$ cat config.mk
export PLATFORM = sky130hd
export DESIGN_NAME = sbc_ctrl
export DESIGN_NICKNAME = d
export VERILOG_FILES = /design/src/sv/sbc_pkg.sv /design/src/sv/sbc_ctrl.sv
export SDC_FILE = /design/constraint.sdc
export NUM_CORES = 1
export LEC_CHECK = 0
export BUFFER_PORTS_ARGS = -buffer_cell sky130_fd_sc_hd__buf_4
export CAP_MARGIN = 15
export CORE_ASPECT_RATIO = 1.5
export CORE_UTILIZATION = 40
export DETAILED_ROUTE_END_ITERATION = 12
export GPL_ROUTABILITY_DRIVEN = 1
export PLACE_DENSITY = 0.64
export SKIP_CTS_REPAIR_TIMING = 1
export SYNTH_ARGS = -nofsm -noshare
export SYNTH_HDL_FRONTEND = slang
export SYNTH_SLANG_ARGS = --single-unit
$ cat constraint.sdc
create_clock -name aclk -period 2.3 [get_ports aclk]
set_input_delay 0.115 -clock aclk [delete_from_list [all_inputs] [get_ports aclk]]
set_output_delay 0.115 -clock aclk [all_outputs]
set_load 0.005 [all_outputs]
$ cat src/sv/sbc_pkg.sv
`timescale 1ns / 1ps
`default_nettype none

package sbc_pkg;

    localparam int WORD_W     = 64;
    localparam int HASH_WORDS = 8;
    localparam int WIN_DEPTH  = 16;
    localparam int ROUNDS     = 80;
    localparam int RND_W      = 7;
    localparam int WCNT_W     = 4;
    localparam int OIDX_W     = 3;
    localparam int CFG_IDX_W  = 4;

    typedef logic [WORD_W-1:0] word_t;
    typedef word_t [HASH_WORDS-1:0] hash_t;

    // Input transfer payload
    typedef struct packed {
        logic [WORD_W-1:0] message_word;
        logic              start_of_message;
        logic              end_of_message;
    } in_t;

    // Output transfer payload
    typedef struct packed {
        logic [WORD_W-1:0] digest_word;
        logic [OIDX_W-1:0] digest_index;
        logic              last_word;
    } out_t;

    typedef enum logic [2:0] {
        ST_IDLE,
        ST_LOAD,
        ST_ROUND,
        ST_ADD,
        ST_OUT
    } state_t;

    // Sequencer controls toward the schedule window and round unit
    typedef struct packed {
        logic             win_load;
        logic             win_expand;
        logic             cv_init;
        logic             wv_load;
        logic             wv_round;
        logic             cv_add;
        logic [RND_W-1:0] k_idx;
    } ctrl_t;

    function automatic word_t rotr(input word_t x, input int n);
        return (x >> n) | (x << (WORD_W - n));
    endfunction

    function automatic word_t bsig0(input word_t x);
        return rotr(x, 28) ^ rotr(x, 34) ^ rotr(x, 39);
    endfunction

    function automatic word_t bsig1(input word_t x);
        return rotr(x, 14) ^ rotr(x, 18) ^ rotr(x, 41);
    endfunction

    function automatic word_t ssig0(input word_t x);
        return rotr(x, 1) ^ rotr(x, 8) ^ (x >> 7);
    endfunction

    function automatic word_t ssig1(input word_t x);
        return rotr(x, 19) ^ rotr(x, 61) ^ (x >> 6);
    endfunction

    function automatic word_t ch(input word_t x, input word_t y, input word_t z);
        return (x & y) ^ (~x & z);
    endfunction

    function automatic word_t maj(input word_t x, input word_t y, input word_t z);
        return (x & y) ^ (x & z) ^ (y & z);
    endfunction

    // Round constants; indexes past the last round read as zero
    function automatic word_t round_k(input logic [RND_W-1:0] r);
        word_t k;
        case (r)
            7'd0:  k = 64'h428a2f98d728ae22;
            7'd1:  k = 64'h7137449123ef65cd;
            7'd2:  k = 64'hb5c0fbcfec4d3b2f;
            7'd3:  k = 64'he9b5dba58189dbbc;
            7'd4:  k = 64'h3956c25bf348b538;
            7'd5:  k = 64'h59f111f1b605d019;
            7'd6:  k = 64'h923f82a4af194f9b;
            7'd7:  k = 64'hab1c5ed5da6d8118;
            7'd8:  k = 64'hd807aa98a3030242;
            7'd9:  k = 64'h12835b0145706fbe;
            7'd10: k = 64'h243185be4ee4b28c;
            7'd11: k = 64'h550c7dc3d5ffb4e2;
            7'd12: k = 64'h72be5d74f27b896f;
            7'd13: k = 64'h80deb1fe3b1696b1;
            7'd14: k = 64'h9bdc06a725c71235;
            7'd15: k = 64'hc19bf174cf692694;
            7'd16: k = 64'he49b69c19ef14ad2;
            7'd17: k = 64'hefbe4786384f25e3;
            7'd18: k = 64'h0fc19dc68b8cd5b5;
            7'd19: k = 64'h240ca1cc77ac9c65;
            7'd20: k = 64'h2de92c6f592b0275;
            7'd21: k = 64'h4a7484aa6ea6e483;
            7'd22: k = 64'h5cb0a9dcbd41fbd4;
            7'd23: k = 64'h76f988da831153b5;
            7'd24: k = 64'h983e5152ee66dfab;
            7'd25: k = 64'ha831c66d2db43210;
            7'd26: k = 64'hb00327c898fb213f;
            7'd27: k = 64'hbf597fc7beef0ee4;
            7'd28: k = 64'hc6e00bf33da88fc2;
            7'd29: k = 64'hd5a79147930aa725;
            7'd30: k = 64'h06ca6351e003826f;
            7'd31: k = 64'h142929670a0e6e70;
            7'd32: k = 64'h27b70a8546d22ffc;
            7'd33: k = 64'h2e1b21385c26c926;
            7'd34: k = 64'h4d2c6dfc5ac42aed;
            7'd35: k = 64'h53380d139d95b3df;
            7'd36: k = 64'h650a73548baf63de;
            7'd37: k = 64'h766a0abb3c77b2a8;
            7'd38: k = 64'h81c2c92e47edaee6;
            7'd39: k = 64'h92722c851482353b;
            7'd40: k = 64'ha2bfe8a14cf10364;
            7'd41: k = 64'ha81a664bbc423001;
            7'd42: k = 64'hc24b8b70d0f89791;
            7'd43: k = 64'hc76c51a30654be30;
            7'd44: k = 64'hd192e819d6ef5218;
            7'd45: k = 64'hd69906245565a910;
            7'd46: k = 64'hf40e35855771202a;
            7'd47: k = 64'h106aa07032bbd1b8;
            7'd48: k = 64'h19a4c116b8d2d0c8;
            7'd49: k = 64'h1e376c085141ab53;
            7'd50: k = 64'h2748774cdf8eeb99;
            7'd51: k = 64'h34b0bcb5e19b48a8;
            7'd52: k = 64'h391c0cb3c5c95a63;
            7'd53: k = 64'h4ed8aa4ae3418acb;
            7'd54: k = 64'h5b9cca4f7763e373;
            7'd55: k = 64'h682e6ff3d6b2b8a3;
            7'd56: k = 64'h748f82ee5defb2fc;
            7'd57: k = 64'h78a5636f43172f60;
            7'd58: k = 64'h84c87814a1f0ab72;
            7'd59: k = 64'h8cc702081a6439ec;
            7'd60: k = 64'h90befffa23631e28;
            7'd61: k = 64'ha4506cebde82bde9;
            7'd62: k = 64'hbef9a3f7b2c67915;
            7'd63: k = 64'hc67178f2e372532b;
            7'd64: k = 64'hca273eceea26619c;
            7'd65: k = 64'hd186b8c721c0c207;
            7'd66: k = 64'heada7dd6cde0eb1e;
            7'd67: k = 64'hf57d4f7fee6ed178;
            7'd68: k = 64'h06f067aa72176fba;
            7'd69: k = 64'h0a637dc5a2c898a6;
            7'd70: k = 64'h113f9804bef90dae;
            7'd71: k = 64'h1b710b35131c471b;
            7'd72: k = 64'h28db77f523047d84;
            7'd73: k = 64'h32caab7b40c72493;
            7'd74: k = 64'h3c9ebe0a15c9bebc;
            7'd75: k = 64'h431d67c49c100d4c;
            7'd76: k = 64'h4cc5d4becb3e42b6;
            7'd77: k = 64'h597f299cfc657e2a;
            7'd78: k = 64'h5fcb6fab3ad6faec;
            7'd79: k = 64'h6c44198c4a475817;
            default: k = '0;
        endcase
        return k;
    endfunction

endpackage

`default_nettype wire

$ cat src/sv/sbc_ctrl.sv
`timescale 1ns / 1ps
`default_nettype none

// Sequencer: collects 16 words, runs load / rounds / add, then drives out
// the digest when the block carried the end-of-message word.
module sbc_ctrl (
    input  wire logic                        aclk,
    input  wire logic                        aresetn,
    input  wire logic                        s_valid,
    output logic                             s_ready,
    input  wire logic                        start_flag,
    input  wire logic                        end_flag,
    output logic                             m_valid,
    input  wire logic                        m_ready,
    output logic [sbc_pkg::OIDX_W-1:0]       out_idx,
    output sbc_pkg::ctrl_t                   ctrl
);

    sbc_pkg::state_t                  state_reg,     state_next;
    logic [sbc_pkg::WCNT_W-1:0]       word_cnt_reg,  word_cnt_next;
    logic [sbc_pkg::RND_W-1:0]        round_cnt_reg, round_cnt_next;
    logic [sbc_pkg::OIDX_W-1:0]       out_idx_reg,   out_idx_next;
    logic                             end_pend_reg,  end_pend_next;
    logic [sbc_pkg::WCNT_W-1:0]       word_slot;
    logic                             in_xfer;
    logic                             out_xfer;
    logic                             last_round;
    logic                             block_full;

    assign in_xfer    = s_valid && s_ready;
    assign out_xfer   = m_valid && m_ready;
    assign word_slot  = start_flag ? '0 : word_cnt_reg;
    assign block_full = (word_slot == sbc_pkg::WCNT_W'(sbc_pkg::WIN_DEPTH - 1));
    assign last_round = (round_cnt_reg == sbc_pkg::RND_W'(sbc_pkg::ROUNDS - 1));

    // Next state
    always_comb begin
        state_next = state_reg;
        unique case (state_reg)
            sbc_pkg::ST_IDLE: begin
                if (in_xfer && block_full) begin
                    state_next = sbc_pkg::ST_LOAD;
                end
            end
            sbc_pkg::ST_LOAD: begin
                state_next = sbc_pkg::ST_ROUND;
            end
            sbc_pkg::ST_ROUND: begin
                if (last_round) begin
                    state_next = sbc_pkg::ST_ADD;
                end
            end
            sbc_pkg::ST_ADD: begin
                state_next = end_pend_reg ? sbc_pkg::ST_OUT : sbc_pkg::ST_IDLE;
            end
            sbc_pkg::ST_OUT: begin
                if (out_xfer && (out_idx_reg == sbc_pkg::OIDX_W'(sbc_pkg::HASH_WORDS - 1))) begin
                    state_next = sbc_pkg::ST_IDLE;
                end
            end
            default: begin
                state_next = sbc_pkg::ST_IDLE;
            end
        endcase
    end

    // Counters and pending end flag
    always_comb begin
        word_cnt_next  = word_cnt_reg;
        round_cnt_next = round_cnt_reg;
        out_idx_next   = out_idx_reg;
        end_pend_next  = end_pend_reg;
        if (in_xfer) begin
            word_cnt_next = word_slot + 1'b1;
            end_pend_next = (end_pend_reg && !start_flag) || end_flag;
        end
        if (state_reg == sbc_pkg::ST_LOAD) begin
            round_cnt_next = '0;
        end
        if (state_reg == sbc_pkg::ST_ROUND) begin
            round_cnt_next = last_round ? '0 : round_cnt_reg + 1'b1;
        end
        if (state_reg == sbc_pkg::ST_ADD) begin
            end_pend_next = 1'b0;
            out_idx_next  = '0;
        end
        if (out_xfer) begin
            out_idx_next = out_idx_reg + 1'b1;
        end
    end

    // Outputs; ready is high throughout idle, so a valid word is a transfer
    always_comb begin
        s_ready         = 1'b0;
        m_valid         = 1'b0;
        ctrl            = '0;
        ctrl.k_idx      = '0;
        unique case (state_reg)
            sbc_pkg::ST_IDLE: begin
                s_ready       = 1'b1;
                ctrl.win_load = s_valid;
                ctrl.cv_init  = s_valid && start_flag;
            end
            sbc_pkg::ST_LOAD: begin
                ctrl.wv_load = 1'b1;
            end
            sbc_pkg::ST_ROUND: begin
                ctrl.wv_round   = 1'b1;
                ctrl.win_expand = 1'b1;
                ctrl.k_idx      = round_cnt_reg + 1'b1;
            end
            sbc_pkg::ST_ADD: begin
                ctrl.cv_add = 1'b1;
            end
            sbc_pkg::ST_OUT: begin
                m_valid = 1'b1;
            end
            default: begin
                s_ready = 1'b0;
            end
        endcase
    end

    always_ff @(posedge aclk) begin
        if (!aresetn) begin
            state_reg     <= sbc_pkg::ST_IDLE;
            word_cnt_reg  <= '0;
            round_cnt_reg <= '0;
            out_idx_reg   <= '0;
            end_pend_reg  <= 1'b0;
        end else begin
            state_reg     <= state_next;
            word_cnt_reg  <= word_cnt_next;
            round_cnt_reg <= round_cnt_next;
            out_idx_reg   <= out_idx_next;
            end_pend_reg  <= end_pend_next;
        end
    end

    assign out_idx = out_idx_reg;

endmodule

`default_nettype wire

# Word level (Yosys, flattened, before mapping)
# Cells that the tools add are included.
# totals
reg_bits,18
in_bits,6
elab_cells,51
# op_classes
n_addsub,3
n_eq_ne,10
n_mux,19
bitwise_logic,1
n_reduce_logical,13
# ops
cell,count
$mux W7,4
$mux W3,6
$pmux W3 S5,1
$add A7 B1 Y7 const B,1
$eq A7 B7 Y1 const B,1
$mux W1,7
$eq A3 B2 Y1 const B,2
$eq A3 B3 Y1 const B,2
$logic_and A1 B1 Y1,6
$ne A2 B2 Y1 const B,3
$add A4 B1 Y4 const B,1
$eq A4 B4 Y1 const B,1
$mux W4,1
$reduce_bool A2 Y1,2
$add A3 B1 Y3 const B,1
$eq A3 B1 Y1 const B,1
$logic_not A3 Y1,1
$reduce_and A3 Y1,1
$reduce_or A2 Y1,1
$logic_not A1 Y1,1
$logic_or A1 B1 Y1,1
$not A1 Y1,1

# Depth between registers and ports, before layout
# Gate-level depths: netlist of run 1.
# depth
depth_word,6
mapped_depth,7
mapped_depth_nobuf,5

# Worst setup path before layout of run 1
# OpenSTA, ideal clock, no wires.
# synth_timing
kind,reg-to-reg
start,register state_reg[1]
end,register word_cnt_reg[3] in the netlist's numbering
setup_time_ns,0.071
arrival_ns,1.553
path_slack_ns,0.676
stages_incl_launch_ff,5
n_path_buf,1
period_less_slack_ns,1.624
cell_sequence,dfxtp_1 buf_6 or4b_4 or4_1 a21oi_1
# synth_via
elab_chain_len,3
# synth_lines
element,line_no,rtl
from (decl),sbc_ctrl.sv:19,"sbc_pkg::state_t state_reg, state_next;"
from (signal assigned),sbc_ctrl.sv:126,state_reg <= sbc_pkg::ST_IDLE;
from (signal assigned),sbc_ctrl.sv:132,state_reg <= state_next;
$logic_not A3 Y1,sbc_ctrl.sv:98,unique case (state_reg)
$mux W1,sbc_ctrl.sv:98,
$logic_and A1 B1 Y1,sbc_ctrl.sv:30,assign in_xfer = s_valid && s_ready;
to (signal assigned),sbc_ctrl.sv:133,word_cnt_reg <= word_cnt_next;
to (decl),sbc_ctrl.sv:20,"logic [sbc_pkg::WCNT_W-1:0] word_cnt_reg, word_cnt_next;"
# No other way between the ends.
# A chain may end at the register's enable or synchronous reset.

==> reports/metrics.csv, run 1 <==
metric,value,unit
status,"complete, no violations",
crit path max-delay cell type,dfxtp_1,
clk root buf,clkbuf_4,
fin crit share,87.4,%
# DRC,0,
Critical Path RT,2180,ps
CTS clock-pin slew for the worst setup and hold paths,100,ps
I/O pins,24,
H-tree depth,1,
Fmax,0.497,GHz
fraction of the yosys area taken by sequential cells,35.5,%
Routed wire per std cell,12.9,µm
Critical Path Sink Type,output port,
maximum VDD drop,0.000302,V
P&R area growth vs syn,18.8,%
CP startpoint kind,flip-flop,
final clock skew,2.90,ps
router iterations before antenna repair,4,
Max-slew headroom,65.5,%
gr usage total,17.1,%
Die W,43.2,µm
syn_nets,137,
synth top area cells,"dfxtp_1, nor2_1, ha_1",
non-filler instance count after layout,170,
CTS Buffer Depth,2,
floorplan row count,22,
delay of the slowest critical-path stage,430,ps
total CTS buffers,3,
fin area,0.00121,mm²
largest net degree at the start of global routing,19,
Post-Synthesis Cells,127,
final net count,157,
Reg2Reg Setup Slack,530,ps
most numerous cell in the Yosys netlist,dfxtp_1,
global-route wire length before repair,3720,µm
"Slew Viols, Final",0,
HPWL reported at the end of detailed placement,1650,µm
CP max FO,7,
Num Clock Sinks,18,
Post-Place Cells,166,
Yosys reg bits,18,
clk_lat worst skew,290,ps
# Max-Cap Violations,0,
number of global-route vias before repair,871,
DRT Wirelength,2190,µm
top cell type's share of synthesized area,35.5,%
drt via density,5.54,
CTS tree,built,
Iteration-0 DRC Markers,17,
area of placed instances,0.00117,mm²
n_diodes,0,
crit path time final,2010,ps
WS Path Type,reg2out,
max reg flops,7,
Die ar.,0.00275,mm²
crit-path cells,ha_1 -> and3_1 -> nand3_1 -> xor2_1 -> nor2_1 -> buf_4,
I/O Buffers,23,
Yosys top cell by area,dfxtp_1,
worst min-delay path class,in2reg,
"Async S/R FF share, synth",0,%
pwr/cell area,451,mW/mm²
die height,63.7,µm
setup_tns,0,ps
Yosys warning count,0,
post-synthesis instance area,0.00102,mm²
top post-synthesis cells by count,"dfxtp_1, nor2_1, nand2_1",
Post-synth EDFFs,0,
gpl congestion,0.834,
critical path arrival,1900,ps
Via Count,941,
Initial Utilization,41.9,%
antenna violations before repair,0,
Mean Syn Cell Area,8.00,µm²
Cell variety after synth,37,
Core Region,0.00242,mm²
actual slew at the worst max-slew pin,515,ps
Final Setup Violations,0,
RSZ-0062 raised after global routing,false,
layout cells sized above 1,21.2,%
endpoints failing hold,0,
grt total ovfl,0,
post-route ant nets,0,
ys flop type,dfxtp_1,
Leak,0.499,nW
## metrics by stage
stage	utilization, %	total power, mW	hold WS, ps	worst slack, ps
2_1_floorplan	-	0.343	316	676
3_3_place_gp	48.3	0.355	422	614
3_5_place_dp	48.3	0.355	442	569
4_1_cts	49.8	0.553	127	296
5_1_grt	49.8	0.570	168	158
6_report	49.8	0.544	125	289
## worst paths after layout
path | from | end | cells after the start
max | round_cnt_reg[0] | ctrl[6] | 6
min | end_flag | end_pend_reg | 3
max reg2reg | state_reg[1] | round_cnt_reg[5] | 4
min reg2reg | word_cnt_reg[3] | word_cnt_reg[3] | 2
## area by class of cell
class,instances,area (µm²)
flip-flops and latches,18,360
clock buffers,4,36.3
fillers,267,1210
repair buffers,23,173
multi-input cells,96,589
well taps,24,30.0
inverters,5,18.8
## logic make-up (layout without fill, tap and decap cells)
kind of cell,Yosys count,after routing,share of synthesized area [%]
and+or+nand+nor,60,60,30.3
AOI/OAI and AO/OA,24,24,15.5
DFF,18,18,35.5
buffers and inverters,13,32,6.53
xor gates and xnor gates,6,6,5.17
adders and majority gates,4,4,4.93
muxes,2,2,2.09
## per-layer routing
layer	GRT usage, %	routed length [µm]	vias to the layer above
li1	-	-	480
met1	19.4	949	437
met2	30.8	1120	20
met3	1.72	73	4
met4	7.95	42	0
met5	0	0	-
## cell usage in the layout, fill, tap and decap left out
cell	n
clkbuf_8	1
a41oi_1	2
nor2b_1	5
nor4_1	1
mux2i_1	1
nand3_1	9
or3b_1	1
nand2_1	13
a211oi_1	1
ha_1	4
nor3_1	2
xor2_1	4
nor3b_1	2
or2_2	1
buf_4	23
and2_1	2
nand4_1	1
clkinv_1	1
a22oi_1	4
a31oi_1	2
and3_1	2
or4_1	1
a21oi_1	8
mux2_2	1
or4b_4	1
inv_1	4
clkbuf_4	3
or3_1	1
a31oi_2	1
dfxtp_1	18
nand2b_1	1
a311oi_1	2
xnor2_1	2
nor2_1	15
nand3b_1	2
o21ai_0	4
## report_power, final
part | internal [mW] | switching [mW] | total, mW
registers | 0.315 | 0.00295 | 0.318
clock network | 0.0964 | 0.100 | 0.197
logic | 0.0141 | 0.0159 | 0.0300
## worst max-delay path: cells and delay by family, from the launching register on
kind	cells	cell delay, ps
xor gates and xnor gates	1	170
adders and majority gates	1	250
buffers and inverters	1	130
DFF	1	430
and+or+nand+nor	3	630
No activity file was read; power rests on OpenSTA's default activity.
==> inputs of run 2 (changes only) <==
--- a/config.mk
+++ b/config.mk
@@ -7,12 +7,12 @@
 export LEC_CHECK = 0
 export BUFFER_PORTS_ARGS = -buffer_cell sky130_fd_sc_hd__buf_4
 export CAP_MARGIN = 15
-export CORE_ASPECT_RATIO = 1.5
 export CORE_UTILIZATION = 40
 export DETAILED_ROUTE_END_ITERATION = 12
 export GPL_ROUTABILITY_DRIVEN = 1
 export PLACE_DENSITY = 0.64
 export SKIP_CTS_REPAIR_TIMING = 1
+export SLEW_MARGIN = 20
 export SYNTH_ARGS = -nofsm -noshare
 export SYNTH_HDL_FRONTEND = slang
 export SYNTH_SLANG_ARGS = --single-unit
==> run 2 against run 1 <==
Net effect:
- non-clock buffer count is the same
- highest routed layer unchanged
- setup slack better by 17 ps
- critical endpoint is now ctrl[1]
- largest power group unchanged
- count of clock-buffer cells in the layout down 1
- sequential cell count unchanged
==> reports/metrics.csv, run 2 (synthesis results as in run 1) <==
metric,value,unit
number of global-route vias before repair,771,
Die W,52.4,µm
layout filler cell count,243,
H-tree depth,1,
CP max FO,10,
clock power share,31.0,%
Routed wire per std cell,11.6,µm
fin area,0.00120,mm²
CP startpoint kind,flip-flop,
highest-count cells in the layout ignoring fill and taps,"buf_4, dfxtp_1, nor2_1, nand2_1, nand3_1",
clk root buf,clkbuf_4,
critical path arrival,1880,ps
antenna violations before repair,0,
total CTS buffers,3,
post-route ant nets,0,
area of placed instances,0.00118,mm²
Critical Path RT,2180,ps
maximum VDD drop,0.000323,V
# DRC,0,
CTS tree,built,
Initial Utilization,44.2,%
global-route wire length before repair,3320,µm
pwr/cell area,420,mW/mm²
grt total ovfl,0,
Num Clock Sinks,18,
Place WS,532,ps
floorplan row count,17,
final net count,157,
internal power,390,µW
Final Setup Violations,0,
Fmax,0.502,GHz
CTS clock-pin slew for the worst setup and hold paths,100,ps
Via Count,911,
crit path time final,1990,ps
"Slew Viols, Final",0,
final clock skew,8.75,ps
endpoints failing hold,0,
I/O Buffers,23,
switching power total,114,µW
n_diodes,0,
die height,52.4,µm
drt via density,5.27,
DRT Wirelength,2010,µm
RSZ-0062 raised after global routing,false,
Reg2Reg Setup Slack,510,ps
gr usage total,16.4,%
fin crit share,86.7,%
actual slew at the worst max-slew pin,498,ps
Iteration-0 DRC Markers,14,
router iterations before antenna repair,4,
setup ws final,306,ps
gpl congestion,0.791,
clk_lat worst skew,290,ps
WS Path Type,reg2out,
Final Power,504,µW
largest net degree at the start of global routing,19,
P&R area growth vs syn,18.0,%
# Max-Cap Violations,0,
max reg flops,7,
I/O pins,24,
Flop pwr share,63.2,%
status,"complete, no violations",
setup_tns,0,ps
Leak,0.492,nW
Core Region,0.00230,mm²
worst min-delay path class,in2reg,
Sw Ratio,22.6,%
CTS Buffer Depth,2,
layout cells sized above 1,20.7,%
Comb pwr share,5.9,%
HPWL reported at the end of detailed placement,1470,µm
"commonest non-fill, non-tap cell in the layout",buf_4,
Critical Path Sink Type,output port,
Die ar.,0.00275,mm²
Max-slew headroom,66.6,%
[run 2: final cells by class]
class	instances	area [µm²]	area share [%]
Clock buffer	3	22.5	1.88
Inverter	5	18.8	1.57
Multi-Input combinational cell	96	589	49.2
Sequential cell	18	360	30.1
Tap cell	28	35.0	2.92
Timing Repair Buffer	23	173	14.4
[run 2: power groups by stage]
stage	combinational (mW)	clock [mW]	sequential, mW
global placement	0.0298	0	0.325
detailed placement	0.0302	0	0.325
CTS	0.0303	0.163	0.318
floorplan	0.0185	0	0.324
finish	0.0296	0.156	0.318
global route	0.0337	0.171	0.319
[run 2: critical path, stage by stage, from the launching register on]
cell	delay (ps)
dfxtp_1	480
or3b_1	550
inv_1	260
and2_1	190
buf_4	110
[run 2: worst paths after layout]
| kind | endpoint | cells past startpoint | startpoint |
|---|---|---|---|
| max | ctrl[1] | 4 | state_reg[1] |
| min | end_pend_reg | 3 | end_flag |
| max reg2reg | round_cnt_reg[6] | 4 | state_reg[1] |
| min reg2reg | out_idx[1] | 2 | out_idx[1] |
[run 2: per-stage QoR]
step                util, %  cells  hold WS (ps)
floorplan                 -    127           316
global placement       51.2    170           420
detailed placement     51.2    170           442
CTS                    52.2    173           135
global route           52.2    173           169
finish                 52.2    173           140
[run 2: per-layer routing]
metal / wire, µm / share of wire [%] / vias up / track usage, %
met5: 0 / 0 / - / 0
met4: 32 / 1.6 / 0 / 7.89
met3: 89 / 4.4 / 4 / 2.61
met2: 886 / 44 / 23 / 26.4
met1: 1000 / 50 / 401 / 21.2
li1: - / - / 483 / -
