==> src/sv/sbc_pkg.sv <==
`timescale 1ns / 1ps
`default_nettype none

package sbc_pkg;

    localparam int WORD_W     = 64;
    localparam int HASH_WORDS = 8;
    localparam int WIN_DEPTH  = 16;
    localparam int ROUNDS     = 80;
    localparam int RND_W      = 7;
    localparam int WCNT_W     = 4;
    localparam int OIDX_W     = 3;
    localparam int CFG_IDX_W  = 4;

    typedef logic [WORD_W-1:0] word_t;
    typedef word_t [HASH_WORDS-1:0] hash_t;

    // Input transfer payload
    typedef struct packed {
        logic [WORD_W-1:0] message_word;
        logic              start_of_message;
        logic              end_of_message;
    } in_t;

    // Output transfer payload
    typedef struct packed {
        logic [WORD_W-1:0] digest_word;
        logic [OIDX_W-1:0] digest_index;
        logic              last_word;
    } out_t;

    typedef enum logic [2:0] {
        ST_IDLE,
        ST_LOAD,
        ST_ROUND,
        ST_ADD,
        ST_OUT
    } state_t;

    // Sequencer controls toward the schedule window and round unit
    typedef struct packed {
        logic             win_load;
        logic             win_expand;
        logic             cv_init;
        logic             wv_load;
        logic             wv_round;
        logic             cv_add;
        logic [RND_W-1:0] k_idx;
    } ctrl_t;

    function automatic word_t rotr(input word_t x, input int n);
        return (x >> n) | (x << (WORD_W - n));
    endfunction

    function automatic word_t bsig0(input word_t x);
        return rotr(x, 28) ^ rotr(x, 34) ^ rotr(x, 39);
    endfunction

    function automatic word_t bsig1(input word_t x);
        return rotr(x, 14) ^ rotr(x, 18) ^ rotr(x, 41);
    endfunction

    function automatic word_t ssig0(input word_t x);
        return rotr(x, 1) ^ rotr(x, 8) ^ (x >> 7);
    endfunction

    function automatic word_t ssig1(input word_t x);
        return rotr(x, 19) ^ rotr(x, 61) ^ (x >> 6);
    endfunction

    function automatic word_t ch(input word_t x, input word_t y, input word_t z);
        return (x & y) ^ (~x & z);
    endfunction

    function automatic word_t maj(input word_t x, input word_t y, input word_t z);
        return (x & y) ^ (x & z) ^ (y & z);
    endfunction

    // Round constants; indexes past the last round read as zero
    function automatic word_t round_k(input logic [RND_W-1:0] r);
        word_t k;
        case (r)
            7'd0:  k = 64'h428a2f98d728ae22;
            7'd1:  k = 64'h7137449123ef65cd;
            7'd2:  k = 64'hb5c0fbcfec4d3b2f;
            7'd3:  k = 64'he9b5dba58189dbbc;
            7'd4:  k = 64'h3956c25bf348b538;
            7'd5:  k = 64'h59f111f1b605d019;
            7'd6:  k = 64'h923f82a4af194f9b;
            7'd7:  k = 64'hab1c5ed5da6d8118;
            7'd8:  k = 64'hd807aa98a3030242;
            7'd9:  k = 64'h12835b0145706fbe;
            7'd10: k = 64'h243185be4ee4b28c;
            7'd11: k = 64'h550c7dc3d5ffb4e2;
            7'd12: k = 64'h72be5d74f27b896f;
            7'd13: k = 64'h80deb1fe3b1696b1;
            7'd14: k = 64'h9bdc06a725c71235;
            7'd15: k = 64'hc19bf174cf692694;
            7'd16: k = 64'he49b69c19ef14ad2;
            7'd17: k = 64'hefbe4786384f25e3;
            7'd18: k = 64'h0fc19dc68b8cd5b5;
            7'd19: k = 64'h240ca1cc77ac9c65;
            7'd20: k = 64'h2de92c6f592b0275;
            7'd21: k = 64'h4a7484aa6ea6e483;
            7'd22: k = 64'h5cb0a9dcbd41fbd4;
            7'd23: k = 64'h76f988da831153b5;
            7'd24: k = 64'h983e5152ee66dfab;
            7'd25: k = 64'ha831c66d2db43210;
            7'd26: k = 64'hb00327c898fb213f;
            7'd27: k = 64'hbf597fc7beef0ee4;
            7'd28: k = 64'hc6e00bf33da88fc2;
            7'd29: k = 64'hd5a79147930aa725;
            7'd30: k = 64'h06ca6351e003826f;
            7'd31: k = 64'h142929670a0e6e70;
            7'd32: k = 64'h27b70a8546d22ffc;
            7'd33: k = 64'h2e1b21385c26c926;
            7'd34: k = 64'h4d2c6dfc5ac42aed;
            7'd35: k = 64'h53380d139d95b3df;
            7'd36: k = 64'h650a73548baf63de;
            7'd37: k = 64'h766a0abb3c77b2a8;
            7'd38: k = 64'h81c2c92e47edaee6;
            7'd39: k = 64'h92722c851482353b;
            7'd40: k = 64'ha2bfe8a14cf10364;
            7'd41: k = 64'ha81a664bbc423001;
            7'd42: k = 64'hc24b8b70d0f89791;
            7'd43: k = 64'hc76c51a30654be30;
            7'd44: k = 64'hd192e819d6ef5218;
            7'd45: k = 64'hd69906245565a910;
            7'd46: k = 64'hf40e35855771202a;
            7'd47: k = 64'h106aa07032bbd1b8;
            7'd48: k = 64'h19a4c116b8d2d0c8;
            7'd49: k = 64'h1e376c085141ab53;
            7'd50: k = 64'h2748774cdf8eeb99;
            7'd51: k = 64'h34b0bcb5e19b48a8;
            7'd52: k = 64'h391c0cb3c5c95a63;
            7'd53: k = 64'h4ed8aa4ae3418acb;
            7'd54: k = 64'h5b9cca4f7763e373;
            7'd55: k = 64'h682e6ff3d6b2b8a3;
            7'd56: k = 64'h748f82ee5defb2fc;
            7'd57: k = 64'h78a5636f43172f60;
            7'd58: k = 64'h84c87814a1f0ab72;
            7'd59: k = 64'h8cc702081a6439ec;
            7'd60: k = 64'h90befffa23631e28;
            7'd61: k = 64'ha4506cebde82bde9;
            7'd62: k = 64'hbef9a3f7b2c67915;
            7'd63: k = 64'hc67178f2e372532b;
            7'd64: k = 64'hca273eceea26619c;
            7'd65: k = 64'hd186b8c721c0c207;
            7'd66: k = 64'heada7dd6cde0eb1e;
            7'd67: k = 64'hf57d4f7fee6ed178;
            7'd68: k = 64'h06f067aa72176fba;
            7'd69: k = 64'h0a637dc5a2c898a6;
            7'd70: k = 64'h113f9804bef90dae;
            7'd71: k = 64'h1b710b35131c471b;
            7'd72: k = 64'h28db77f523047d84;
            7'd73: k = 64'h32caab7b40c72493;
            7'd74: k = 64'h3c9ebe0a15c9bebc;
            7'd75: k = 64'h431d67c49c100d4c;
            7'd76: k = 64'h4cc5d4becb3e42b6;
            7'd77: k = 64'h597f299cfc657e2a;
            7'd78: k = 64'h5fcb6fab3ad6faec;
            7'd79: k = 64'h6c44198c4a475817;
            default: k = '0;
        endcase
        return k;
    endfunction

endpackage

`default_nettype wire

==> src/sv/sbc_sched.sv <==
`timescale 1ns / 1ps
`default_nettype none

// Message schedule window: a 16-deep shift line. Input words shift in at the
// top; during rounds the expanded word W[t+16] shifts in while W[t] leaves.
module sbc_sched (
    input  wire logic          aclk,
    input  wire sbc_pkg::ctrl_t ctrl,
    input  wire sbc_pkg::word_t word_in,
    output sbc_pkg::word_t     w0,
    output sbc_pkg::word_t     w1
);

    sbc_pkg::word_t win_reg  [sbc_pkg::WIN_DEPTH];
    sbc_pkg::word_t win_next [sbc_pkg::WIN_DEPTH];
    sbc_pkg::word_t expand_word;

    // W[t+16] = s1(W[t+14]) + W[t+9] + s0(W[t+1]) + W[t]
    assign expand_word = sbc_pkg::ssig1(win_reg[14]) + win_reg[9]
                       + sbc_pkg::ssig0(win_reg[1]) + win_reg[0];

    always_comb begin
        win_next = win_reg;
        if (ctrl.win_load || ctrl.win_expand) begin
            for (int i = 0; i < sbc_pkg::WIN_DEPTH - 1; i++) begin
                win_next[i] = win_reg[i+1];
            end
            win_next[sbc_pkg::WIN_DEPTH-1] = ctrl.win_load ? word_in : expand_word;
        end
    end

    always_ff @(posedge aclk) begin
        win_reg <= win_next;
    end

    assign w0 = win_reg[0];
    assign w1 = win_reg[1];

endmodule

`default_nettype wire

==> config.mk <==
export PLATFORM = sky130hd
export DESIGN_NAME = sbc_sched
export DESIGN_NICKNAME = d
export VERILOG_FILES = /design/src/sv/sbc_pkg.sv /design/src/sv/sbc_sched.sv
export SDC_FILE = /design/constraint.sdc
export NUM_CORES = 1
export LEC_CHECK = 0
export ABC_CLOCK_PERIOD_IN_PS = 42900
export BUFFER_PORTS_ARGS = -buffer_cell sky130_fd_sc_hd__buf_2
export CORE_UTILIZATION = 40
export DETAILED_ROUTE_END_ITERATION = 16
export PLACE_DENSITY = 0.6
export SETUP_SLACK_MARGIN = 0.1
export SLEW_MARGIN = 5
export SYNTH_ARGS = -nofsm -noshare
export SYNTH_HDL_FRONTEND = slang
export SYNTH_SLANG_ARGS = --single-unit
==> constraint.sdc <==
create_clock -name aclk -period 42.9 [get_ports aclk]
set_input_delay 2.145 -clock aclk [delete_from_list [all_inputs] [get_ports aclk]]
set_output_delay 2.145 -clock aclk [all_outputs]
set_load 0.02 [all_outputs]
=== Yosys cells after proc, flatten, opt, wreduce, memory -nomap -nowiden ===
Index checks and enable logic that the tools add are counted.

* Add/subtract/negate cells: 3
* Multiply operators: 0
* Divide/modulo/power cells: 0
* Order comparisons: 0
* Equality and inequality tests: 0
* Shift operators: 0
* Muxes and demuxes: 1
* Bitwise operators: 8
* Reductions and logical operators: 1

{| class="wikitable"
|+ Operators by type and width
! cell !! count
|-
| $add A64 B64 Y64 || 3
|-
| $xor A64 B64 Y64 || 2
|-
| $mux W64 || 1
|-
| $or A3 B64 Y64 || 1
|-
| $or A45 B64 Y64 || 1
|-
| $or A56 B64 Y64 || 1
|-
| $or A63 B64 Y64 || 1
|-
| $xor A64 B57 Y64 || 1
|-
| $xor A64 B58 Y64 || 1
|-
| $logic_or A1 B1 Y1 || 1
|}

* Register bits after elaboration: 1024
* Bits in latches: 0
* Bits in writable memories: 0
* ROM bits: 0
* Logic and storage cells: 29
* Memories: 0

=== Depth between registers and ports, before layout ===
Gate-level depths: netlist of the first run.

* Depth in word-level cells: 7
* Gate-level depth with buffers: 18
* Mapped depth without buffers: 18

=== Least setup slack after synthesis of the first run ===
Ideal clock, no wire load.

* Kind: input to register
* Start: input ctrl[12] (netlist bit)
* End: register win_reg, in the netlist w0[0] (enable)
* Arrival: 14.845 ns
* Setup slack: 27.076 ns
* Cell stages on the path: 3
* Path through: clkbuf_1 -> clkbuf_1 -> or2_2

* Cells in the longest elaborated chain, start to end: 1

{| class="wikitable"
|+ Ends and longest elaborated chain
! element !! line !! text
|-
| start, declared || sbc_sched.sv:8 || <nowiki>input wire sbc_pkg::ctrl_t ctrl,</nowiki>
|-
| $logic_or A1 B1 Y1 || sbc_sched.sv:24 || <nowiki>if (ctrl.win_load || ctrl.win_expand) begin</nowiki>
|-
| end signal, assigned || sbc_sched.sv:33 || <nowiki>win_reg <= win_next;</nowiki>
|-
| end, declared || sbc_sched.sv:14 || <nowiki>sbc_pkg::word_t win_reg [sbc_pkg::WIN_DEPTH];</nowiki>
|}

Every way passes these cells.
A chain may end at the register's enable or synchronous reset.

=== Worst setup path in the final report of the first run ===
* Start: input ctrl[12] (netlist bit)
* End: register win_reg[874] (netlist bit) (enable)

The elaborated chain is that of the path after synthesis.

==> flow_summary.json, run 1 <==
{
  "synth_top_flop_cell": "edfxtp_1",
  "crit_buf_inv": 4,
  "setup_viol": 0,
  "hold-path-endpoint": "win_reg[617]",
  "synthArstFlopShare_pct": 0,
  "hold_class": "reg -> reg",
  "start_kind": "input port",
  "cts_made_buffers": 105,
  "tritoncts": "built",
  "final.setup_skew_ns": 0.0326,
  "via_count": 20300,
  "crit_chain": "buf_4, or2_4, buf_12, buf_4, buf_4",
  "initialDrtViolationCount": 1994,
  "tightest_slew_ns": 1.22,
  "rrSetupSlack_ns": 36.76,
  "cp_max_fo": 225,
  "clock.fmax_mhz": 160,
  "syn_avg_cell_area_um2": 16.7,
  "grt_pass1_vias": 19900,
  "root_buffer": "clkbuf_16",
  "worst_setup_path_end_kind": "flip-flop",
  "gp_congestion": 0.888,
  "ys_types": 65,
  "crit_path_frequent_cell": "buf_4",
  "drive_gt1_share_pct": 14.2,
  "worst-endpoint-arrival_ns": 6.54,
  "cpPeakStageDelay_ns": 0.98,
  "drcViolationCount": 0,
  "hold_viol": 0,
  "grt_max_degree": 226,
  "ant_nets": 0,
  "syn2layout_area_growth_pct": 12.4,
  "finalCritPeriodShare_pct": 14.6,
  "clk_pin_slew_worst_paths_ns": 0.06,
  "holdBufCountCts": 0,
  "cts_buffer_depth": 3,
  "synth_edf_count": 1024,
  "synth_area_mm2": 0.0419,
  "clock_latency_ns": 0.69,
  "num_rows": 118,
  "relSlewSlack_pct": 18.7,
  "clock_sinks": 1024,
  "crit_type": "in -> reg",
  "die_area_mm2": 0.106,
  "status": "finished clean",
  "cts_resized": 0,
  "n_antenna_cell": 0,
  "yosysWarnings": 0,
  "grt_pass1_wl_mm": 136,
  "r2r_start": "win_reg[84]",
  "gr-usage-all-layers_pct": 17.8,
  "ys_ff_latch": 1024,
  "drtPass1Iterations": 5,
  "crit_family": "buffers and inverters",
  "start_util_pct": 40.4,
  "crit_slowest_cell": "buf_4",
  "hp-start": "win_reg[553]",
  "ios": 206,
  "fin_nets": 2909,
  "rsz0062_at_grt": "false",
  "antenna_found_initial": 5,
  "finalCriticalPeriod_ns": 6.26,
  "routedWlPerCell_um": 23.2,
  "syn_nets": 2768,
  "coreArea_mm2": 0.104,
  "wl_mm": 95.1,
  "whs_path_depth": 0,
  "dieWidth_um": 326,
  "ys_seq_area_share_pct": 73.4,
  "io_buffers": 194,
  "vias_per_cell": 4.94,
  "grt.overflow.total": 0,
  "reg2reg_to": "win_reg[57]",
  "slew_viol_final": 0,
  "cap_violations": 0,
  "required_ns": 43.18,
  "die_y_um": 326,
  "largest_reg_flops": 896,
  "cts_setup_buffers": 0,
  "htreeDepth": 3,
  "r2r_cells": 17,
  "postSynthCellCount": 2501,
  "setup_tns_ns": 0,
  "dp_hpwl_mm": 66.6
}
==> cell type report <==
| class | instances | area, um2 |
|---|---|---|
| Timing Repair Buffer | 204 | 1070 |
| Fill cell | 9060 | 56600 |
| Tap cell | 1380 | 1730 |
| Clock inverter | 72 | 827 |
| Inverter | 271 | 1020 |
| Sequential cell | 1024 | 30700 |
| Clock buffer | 119 | 2700 |
| Multi-Input combinational cell | 1036 | 8990 |
==> metrics by stage <==
stage          utilization [%]  instances  instance area [um2]  hold WS [ns]  setup slack (ns)
4_1_cts                   45.4       4106                47100         0.404             36.69
5_1_grt                   45.4       4106                47100         0.413             36.37
3_5_place_dp              42.0       3915                43600         0.405             35.92
3_3_place_gp              42.0       3915                43600         0.400             36.13
6_report                  45.4       4106                47100         0.398             36.64
2_1_floorplan                -       2501                41900         0.400             27.08
==> how the worst max path moves through the flow <==
stage	endpoint	slack, ns	startpoint	depth (start not counted)
after floorplan	w0[0]	27.08	ctrl[12]	3
after global placement	win_reg[554]	36.13	ctrl[12]	5
after detailed placement	win_reg[41]	35.92	ctrl[12]	5
after CTS	win_reg[681]	36.69	ctrl[12]	5
after global routing	w1[41]	36.37	ctrl[12]	5
final	win_reg[874]	36.64	ctrl[12]	5
==> Yosys cell counts, types with 2 or more instances <==
master	instances	area (um2)
inv_1	271	1020
a31oi_1	12	75.1
xnor2_1	176	1540
nand2_1	117	439
o21ai_1	2	10.0
nor2b_1	6	37.5
mux2i_1	4	40.0
o21ai_0	87	435
nand3_1	16	80.1
o31ai_1	11	82.6
o2111ai_1	2	17.5
a211oi_1	6	45.0
ha_1	63	788
buf_2	4	20.0
a21oi_1	68	340
nor3_1	15	75.1
nand4_1	22	138
and3_1	8	50.1
a311oi_1	3	26.3
xor2_1	122	1070
or2_2	8	50.1
nor2_1	50	188
o221ai_1	2	17.5
o211ai_1	7	52.6
o21a_1	13	97.6
buf_4	129	968
a21boi_0	5	37.5
and2_1	4	25.0
o21bai_1	12	90.1
o22ai_1	2	12.5
clkbuf_1	36	135
mux2_2	3	33.8
a22oi_1	2	15.0
o41ai_1	2	17.5
or3_1	4	25.0
fa_1	126	2520
and4_2	2	20.0
o221a_2	3	33.8
edfxtp_1	1024	30700
a21o_1	26	195
a41oi_1	2	17.5
==> per-layer routing <==
layer  track usage (%)  vias to the layer above  part of all wire, %
met2              26.9                      677                   46
met4              4.90                        2                  2.2
met1              26.0                    10400                   45
li1                  -                     9065                    -
met3              3.98                      124                  7.3
met5                 0                        -                0.014
==> cells by family (layout without fill, tap and decap cells) <==
family,after synthesis,after routing,share of synthesized area [%]
AOI/OAI and AO/OA,284,284,4.34
xor gates and xnor gates,298,298,6.23
adders and majority gates,189,189,7.90
buffers and inverters,441,666,5.12
DFF,1024,1024,73.4
muxes,8,8,0.212
and+or+nand+nor,257,257,2.78
==> cells in the final DEF (no fill, tap or decap), drive strengths merged, types with 6 or more instances in the layout <==
cell type / count
ha: 63
xor2: 122
clkinv: 43
a31oi: 12
nand4: 22
o31ai: 12
nand3: 16
o21ai: 89
o211ai: 7
nor3: 15
bufinv: 16
xnor2: 176
nor2b: 6
inv: 276
a21o: 27
edfxtp: 1024
buf: 204
a21oi: 68
nor2: 50
a211oi: 6
or2: 9
o21a: 13
o21bai: 12
nand2: 117
clkinvlp: 8
clkbuf: 119
fa: 126
and3: 8
Power of run 1 is left out: the tool's default activity adds up to more than one toggle a clock period on the data nets, which glitch-free logic cannot reach.
==> run 2: changes to the inputs <==
--- a/config.mk
+++ b/config.mk
@@ -5,7 +5,8 @@
 export SDC_FILE = /design/constraint.sdc
 export NUM_CORES = 1
 export LEC_CHECK = 0
-export ABC_CLOCK_PERIOD_IN_PS = 42900
+export ABC_AREA = 1
+export ABC_CLOCK_PERIOD_IN_PS = 6500
 export BUFFER_PORTS_ARGS = -buffer_cell sky130_fd_sc_hd__buf_2
 export CORE_UTILIZATION = 40
 export DETAILED_ROUTE_END_ITERATION = 16
==> constraint.sdc (replaced) <==
create_clock -name aclk -period 6.5 [get_ports aclk]
set_input_delay 0.325 -clock aclk [delete_from_list [all_inputs] [get_ports aclk]]
set_output_delay 0.325 -clock aclk [all_outputs]
set_load 0.02 [all_outputs]
==> run 2 against run 1 <==
  * Core utilization grew 0.24 points
  * Synthesized area grew 4.6%
  * Sequential share of layout area shrank 3.4 points
  * Synthesized cell count grew 28%
  * Cell count grew 20%
  * Global-route usage increased by 2.7 points
  * First-iteration DRC count is 14% higher
  * Count of clock-buffer cells in the layout up 7
  * Worst setup slack worse by 35 ns
  * Clock skew down 0.0074 ns
  * Critical path type is now reg -> reg
==> flow_summary.json, run 2 <==
{
  "cp_max_fo": 4,
  "cts_made_buffers": 102,
  "seqCellArea_mm2": 0.0307,
  "drtPass1Iterations": 6,
  "synth_area_leader_cell": "edfxtp_1",
  "syn_avg_cell_area_um2": 13.7,
  "routedWlPerCell_um": 22.9,
  "initialDrtViolationCount": 2270,
  "rrSetupSlack_ns": 1.71,
  "fillerInstances": 9705,
  "crit_buf_inv": 2,
  "worst-endpoint-arrival_ns": 5.21,
  "ys_top_cells_by_area": "edfxtp_1, fa_1, nand2_1, inv_1, xnor2_1",
  "hold_class": "in -> reg",
  "htreeDepth": 3,
  "cts_buffer_depth": 3,
  "hold-path-endpoint": "win_reg[7]",
  "grt.overflow.total": 0,
  "antenna_found_initial": 8,
  "clk_pin_slew_worst_paths_ns": 0.06,
  "crit_slowest_cell": "edfxtp_1",
  "die_area_mm2": 0.111,
  "crit_chain": "xnor2_1, xor2_1, fa_1, fa_1, inv_1, ha_1, nand2_2, inv_1, nand2_1, nand2_1, a21oi_1, nand3_1, nand2_1, nand3_1, nand3_1, nand2_1",
  "n_antenna_cell": 0,
  "synth_top_flop_cell": "edfxtp_1",
  "slew_viol_final": 0,
  "final_cell_mix": "edfxtp_1, nand2_1, inv_1, buf_2, xnor2_1",
  "clock_sinks": 1024,
  "synth_top_area_share_pct": 70.2,
  "start_util_pct": 40.3,
  "postSynthCellCount": 3198,
  "netlist_top_cells_count": "edfxtp_1, nand2_1, inv_1",
  "num_rows": 121,
  "crit_family": "adder cells",
  "cap_violations": 0,
  "syn_nets": 3465,
  "yosysWarnings": 0,
  "fin_nets": 3686,
  "synth_area_mm2": 0.0438,
  "dieWidth_um": 333,
  "worst_setup_path_end_kind": "flip-flop",
  "required_ns": 6.93,
  "r2r_start": "win_reg[102]",
  "synthArstFlopShare_pct": 0,
  "die_y_um": 333,
  "finalCritPeriodShare_pct": 73.7,
  "status": "finished clean",
  "ios": 206,
  "grt_max_degree": 197,
  "ys_ff_latch": 1024,
  "final.setup_skew_ns": 0.0252,
  "relSlewSlack_pct": 26.8,
  "drive_gt1_share_pct": 12.2,
  "clock_latency_ns": 0.68,
  "coreArea_mm2": 0.109,
  "hp-start": "word_in[7]",
  "cpPeakStageDelay_ns": 0.88,
  "setup_viol": 0,
  "largest_reg_flops": 896,
  "via_count": 22800,
  "r2r_cells": 16,
  "synth_edf_count": 1024,
  "final_common_cell": "edfxtp_1",
  "io_buffers": 194,
  "yosysMostFrequentCell": "edfxtp_1",
  "cts_resized": 0,
  "ys_types": 33,
  "multi_input_area_mm2": 0.00993,
  "tritoncts": "built",
  "clock.fmax_mhz": 209,
  "dp_hpwl_mm": 84.3,
  "vias_per_cell": 4.63,
  "place_ws_ns": 1.81,
  "finalCriticalPeriod_ns": 4.79,
  "grt_pass1_wl_mm": 158,
  "timing.final.ws_setup_ns": 1.71,
  "crit_type": "reg -> reg",
  "wl_mm": 113,
  "syn2layout_area_growth_pct": 13.3,
  "root_buffer": "clkbuf_16",
  "hold_viol": 0,
  "tightest_slew_ns": 1.10,
  "rsz0062_at_grt": "false",
  "grt_pass1_vias": 21800,
  "ant_nets": 0,
  "whs_path_depth": 3,
  "start_kind": "flip-flop",
  "drcViolationCount": 0,
  "gp_congestion": 0.911,
  "crit_path_frequent_cell": "nand2_1",
  "ys_seq_area_share_pct": 70.2,
  "gr-usage-all-layers_pct": 20.5,
  "reg2reg_to": "win_reg[57]"
}
[run 2: cell count changes after synthesis, sizes merged, moves of 11 or more]
cell	previous run	this run
a31oi	12	0
nor2	50	116
o21ai	89	29
a21oi	68	44
o31ai	12	0
nand3	16	90
o21a	13	0
a21o	27	0
inv	271	562
clkbuf	36	13
nand4	22	11
xnor2	176	154
nand2	117	679
[run 2: worst min-delay path, stage by stage]
cell,delay (ns)
buf_2,0.12
nand2_1,0.07
nand2_1,0.10
[run 2: metrics by stage]
stage                     hold slack [ns]  util [%]  std cells  TNS [ns]  instance area (um2)
after floorplan                     0.400         -       3198  -2003.29                43800
after global placement              0.400      42.1       4683         0                45800
after detailed placement            0.405      42.1       4683         0                45800
after CTS                          0.0141      45.7       4918         0                49600
after global routing               0.0671      45.7       4918         0                49600
final                              0.0711      45.7       4918         0                49600
[run 2: logic make-up (layout without fill, tap and decap cells)]
family | after synthesis | in the layout | share of synthesized area, %
AO/OA/AOI/OAI | 77 | 77 | 0.911
XOR/XNOR | 268 | 268 | 5.36
adder cells (fa/ha/maj) | 189 | 189 | 7.56
AND/OR/NAND/NOR | 932 | 932 | 8.83
buffers and inverters | 708 | 1014 | 7.16
flip-flops | 1024 | 1024 | 70.2
[run 2: layout make-up]
cell class	count	area share (%)
Timing Repair Buffer	259	3.30
Multi-Input combinational cell	1466	20.0
Clock inverter	63	1.42
Tap cell	1414	3.56
Sequential cell	1024	61.9
Clock buffer	126	5.49
Inverter	566	4.28
[run 2: worst max path at each step]
stage | from | to | slack [ns] | cells past startpoint
6_report | win_reg[102] | win_reg[57] | 1.71 | 16
5_1_grt | win_reg[102] | win_reg[57] | 1.58 | 16
4_1_cts | win_reg[102] | win_reg[57] | 1.79 | 16
3_5_place_dp | win_reg[102] | win_reg[57] | 1.81 | 16
3_3_place_gp | win_reg[102] | win_reg[57] | 1.85 | 16
2_1_floorplan | ctrl[12] | w0[0] | -1.96 | 3
[run 2: repair_timing]
action                                  in CTS  in global routing
setup buffers                                0                  0
endpoints found under the setup margin       0                  0
endpoints found under the hold margin       46                  0
hold buffers                                46                  0
[run 2: metal layers]
| layer | wire [um] | track usage [%] |
|---|---|---|
| met1 | 54700 | 31.4 |
| met2 | 51000 | 31.2 |
| met3 | 5430 | 2.41 |
| met4 | 1680 | 4.52 |
| met5 | 0 | 0 |
Power of run 2 is left out for the same reason.
==> run 3: changes to the inputs <==
--- a/config.mk
+++ b/config.mk
@@ -6,7 +6,7 @@
 export NUM_CORES = 1
 export LEC_CHECK = 0
 export ABC_AREA = 1
-export ABC_CLOCK_PERIOD_IN_PS = 6500
+export ABC_CLOCK_PERIOD_IN_PS = 4900
 export BUFFER_PORTS_ARGS = -buffer_cell sky130_fd_sc_hd__buf_2
 export CORE_UTILIZATION = 40
 export DETAILED_ROUTE_END_ITERATION = 16
==> constraint.sdc (replaced) <==
create_clock -name aclk -period 4.9 [get_ports aclk]
set_input_delay 0.245 -clock aclk [delete_from_list [all_inputs] [get_ports aclk]]
set_output_delay 0.245 -clock aclk [all_outputs]
set_load 0.02 [all_outputs]
==> run 3 against run 2 <==
  * Hold slack lost 0.055 ns
  * Flip-flop and latch count is the same
  * Cell count grew 1.1%
  * Worst setup slack lost 1.4 ns
  * Clock skew grew 0.028 ns
  * Count of clock-buffer cells in the layout grew 4
  * Via count grew 1.9%
  * Core utilization grew 0.24 points
  * Critical path type unchanged
  * Critical endpoint is now win_reg[28]
  * Highest routed layer unchanged
==> flow_summary.json, run 3 (synthesized netlist as in run 2, its figures left out) <==
{
  "ant_nets": 0,
  "root_buffer": "clkbuf_16",
  "final_cell_mix": "edfxtp_1, nand2_1, inv_1, buf_2, xnor2_1",
  "clock_sinks": 1024,
  "die_y_um": 333,
  "cpPeakStageDelay_ns": 0.60,
  "relSlewSlack_pct": 34.5,
  "vias_per_cell": 4.66,
  "finalCritPeriodShare_pct": 94.2,
  "hold_viol": 0,
  "tightest_slew_ns": 0.982,
  "crit_chain": "xnor2_1, xor2_1, buf_4, fa_1, inv_1, fa_1, ha_1, nand2_1, inv_1, nand2_1, nand2_1, inv_1, nand2_1, o21ai_1, nand2_1, xnor2_1, o21ai_1",
  "hold_class": "in -> reg",
  "antenna_found_initial": 9,
  "cts_setup_buffers": 0,
  "initialDrtViolationCount": 2436,
  "status": "finished clean",
  "clock.fmax_mhz": 217,
  "finalCriticalPeriod_ns": 4.62,
  "crit_family": "adder cells",
  "timing.final.ws_setup_ns": 0.285,
  "crit_path_frequent_cell": "nand2_1",
  "clk_pin_slew_worst_paths_ns": 0.06,
  "final_common_cell": "edfxtp_1",
  "rsz0062_at_grt": "false",
  "crit_buf_inv": 4,
  "worst-endpoint-arrival_ns": 5.05,
  "grt_pass1_vias": 22400,
  "gp_congestion": 0.930,
  "dp_hpwl_mm": 85.8,
  "required_ns": 5.33,
  "coreArea_mm2": 0.109,
  "drtPass1Iterations": 5,
  "grt_pass1_wl_mm": 160,
  "setup_viol": 0,
  "detailed_place.area_mm2": 0.0461,
  "worst_setup_path_end_kind": "flip-flop",
  "ios": 206,
  "cap_violations": 0,
  "tritoncts": "built",
  "syn2layout_area_growth_pct": 13.9,
  "routedWlPerCell_um": 23.0,
  "clock_latency_ns": 0.72,
  "start_kind": "flip-flop",
  "cts_resized": 0,
  "grt_max_degree": 137,
  "crit_type": "reg -> reg",
  "place_ws_ns": 0.411,
  "largest_reg_flops": 896,
  "wl_mm": 114,
  "start_util_pct": 40.3,
  "final.setup_skew_ns": 0.0536,
  "dieWidth_um": 333,
  "crit_slowest_cell": "edfxtp_1",
  "fin_nets": 3739,
  "gr-usage-all-layers_pct": 20.8,
  "drcViolationCount": 0,
  "cp_max_fo": 4,
  "cts_made_buffers": 104,
  "num_rows": 121,
  "final_area_mm2": 0.0499,
  "die_area_mm2": 0.111,
  "drive_gt1_share_pct": 12.8,
  "htreeDepth": 3,
  "via_count": 23200,
  "io_buffers": 194,
  "slew_viol_final": 0,
  "grt.overflow.total": 0,
  "cts_buffer_depth": 3
}
[run 3: metal layers]
metal | vias to the layer above | track usage (%) | routed length (um)
met4 | 0 | 5.95 | 2660
met1 | 11500 | 30.9 | 53300
li1 | 10900 | - | -
met2 | 671 | 31.3 | 51100
met5 | - | 0 | 0
met3 | 126 | 3.61 | 7270
[run 3: metrics by stage]
step	util (%)	TNS, ns	std cells	hold WS [ns]
final	45.9	0	4973	0.0163
after global routing	45.9	0	4970	0.0477
after CTS	45.9	0	4970	0.0196
after detailed placement	42.4	0	4720	0.405
after global placement	42.4	0	4720	0.400
after floorplan	-	-3559.77	3198	0.400
[run 3: what timing repair did]
action                                  CTS  global route
hold buffers                             60             0
endpoints found under the setup margin    0             0
hold endpoints to repair                 60             0
[run 3: worst reg2reg max path: cells and delay by family (launching register included)]
family | cells | cell delay [ns]
AOI/OAI and AO/OA | 2 | 0.26
buffers and inverters | 4 | 0.33
adders and majority gates | 3 | 1.28
xor gates and xnor gates | 3 | 1.16
and+or+nand+nor | 5 | 0.71
DFF | 1 | 0.60
[run 3: layout make-up]
class                           instances  area [um2]
Fill cell                            9833       58800
Sequential cell                      1024       30700
Multi-Input combinational cell       1466        9930
Clock buffer                          130        2720
Inverter                              566        2120
Timing Repair Buffer                  310        2080
Tap cell                             1414        1770
Clock inverter                         60         522
Antenna cell                            3        7.51
[run 3: final timing paths]
check / cells after the start / start / slack [ns] / end
max: 17 / win_reg[93] / 0.28 / win_reg[28]
min: 3 / word_in[31] / 0.02 / win_reg[31]
max reg2reg: 17 / win_reg[93] / 0.28 / win_reg[28]
min reg2reg: 0 / win_reg[20] / 0.39 / win_reg[84]
Power of run 3 is left out for the same reason.
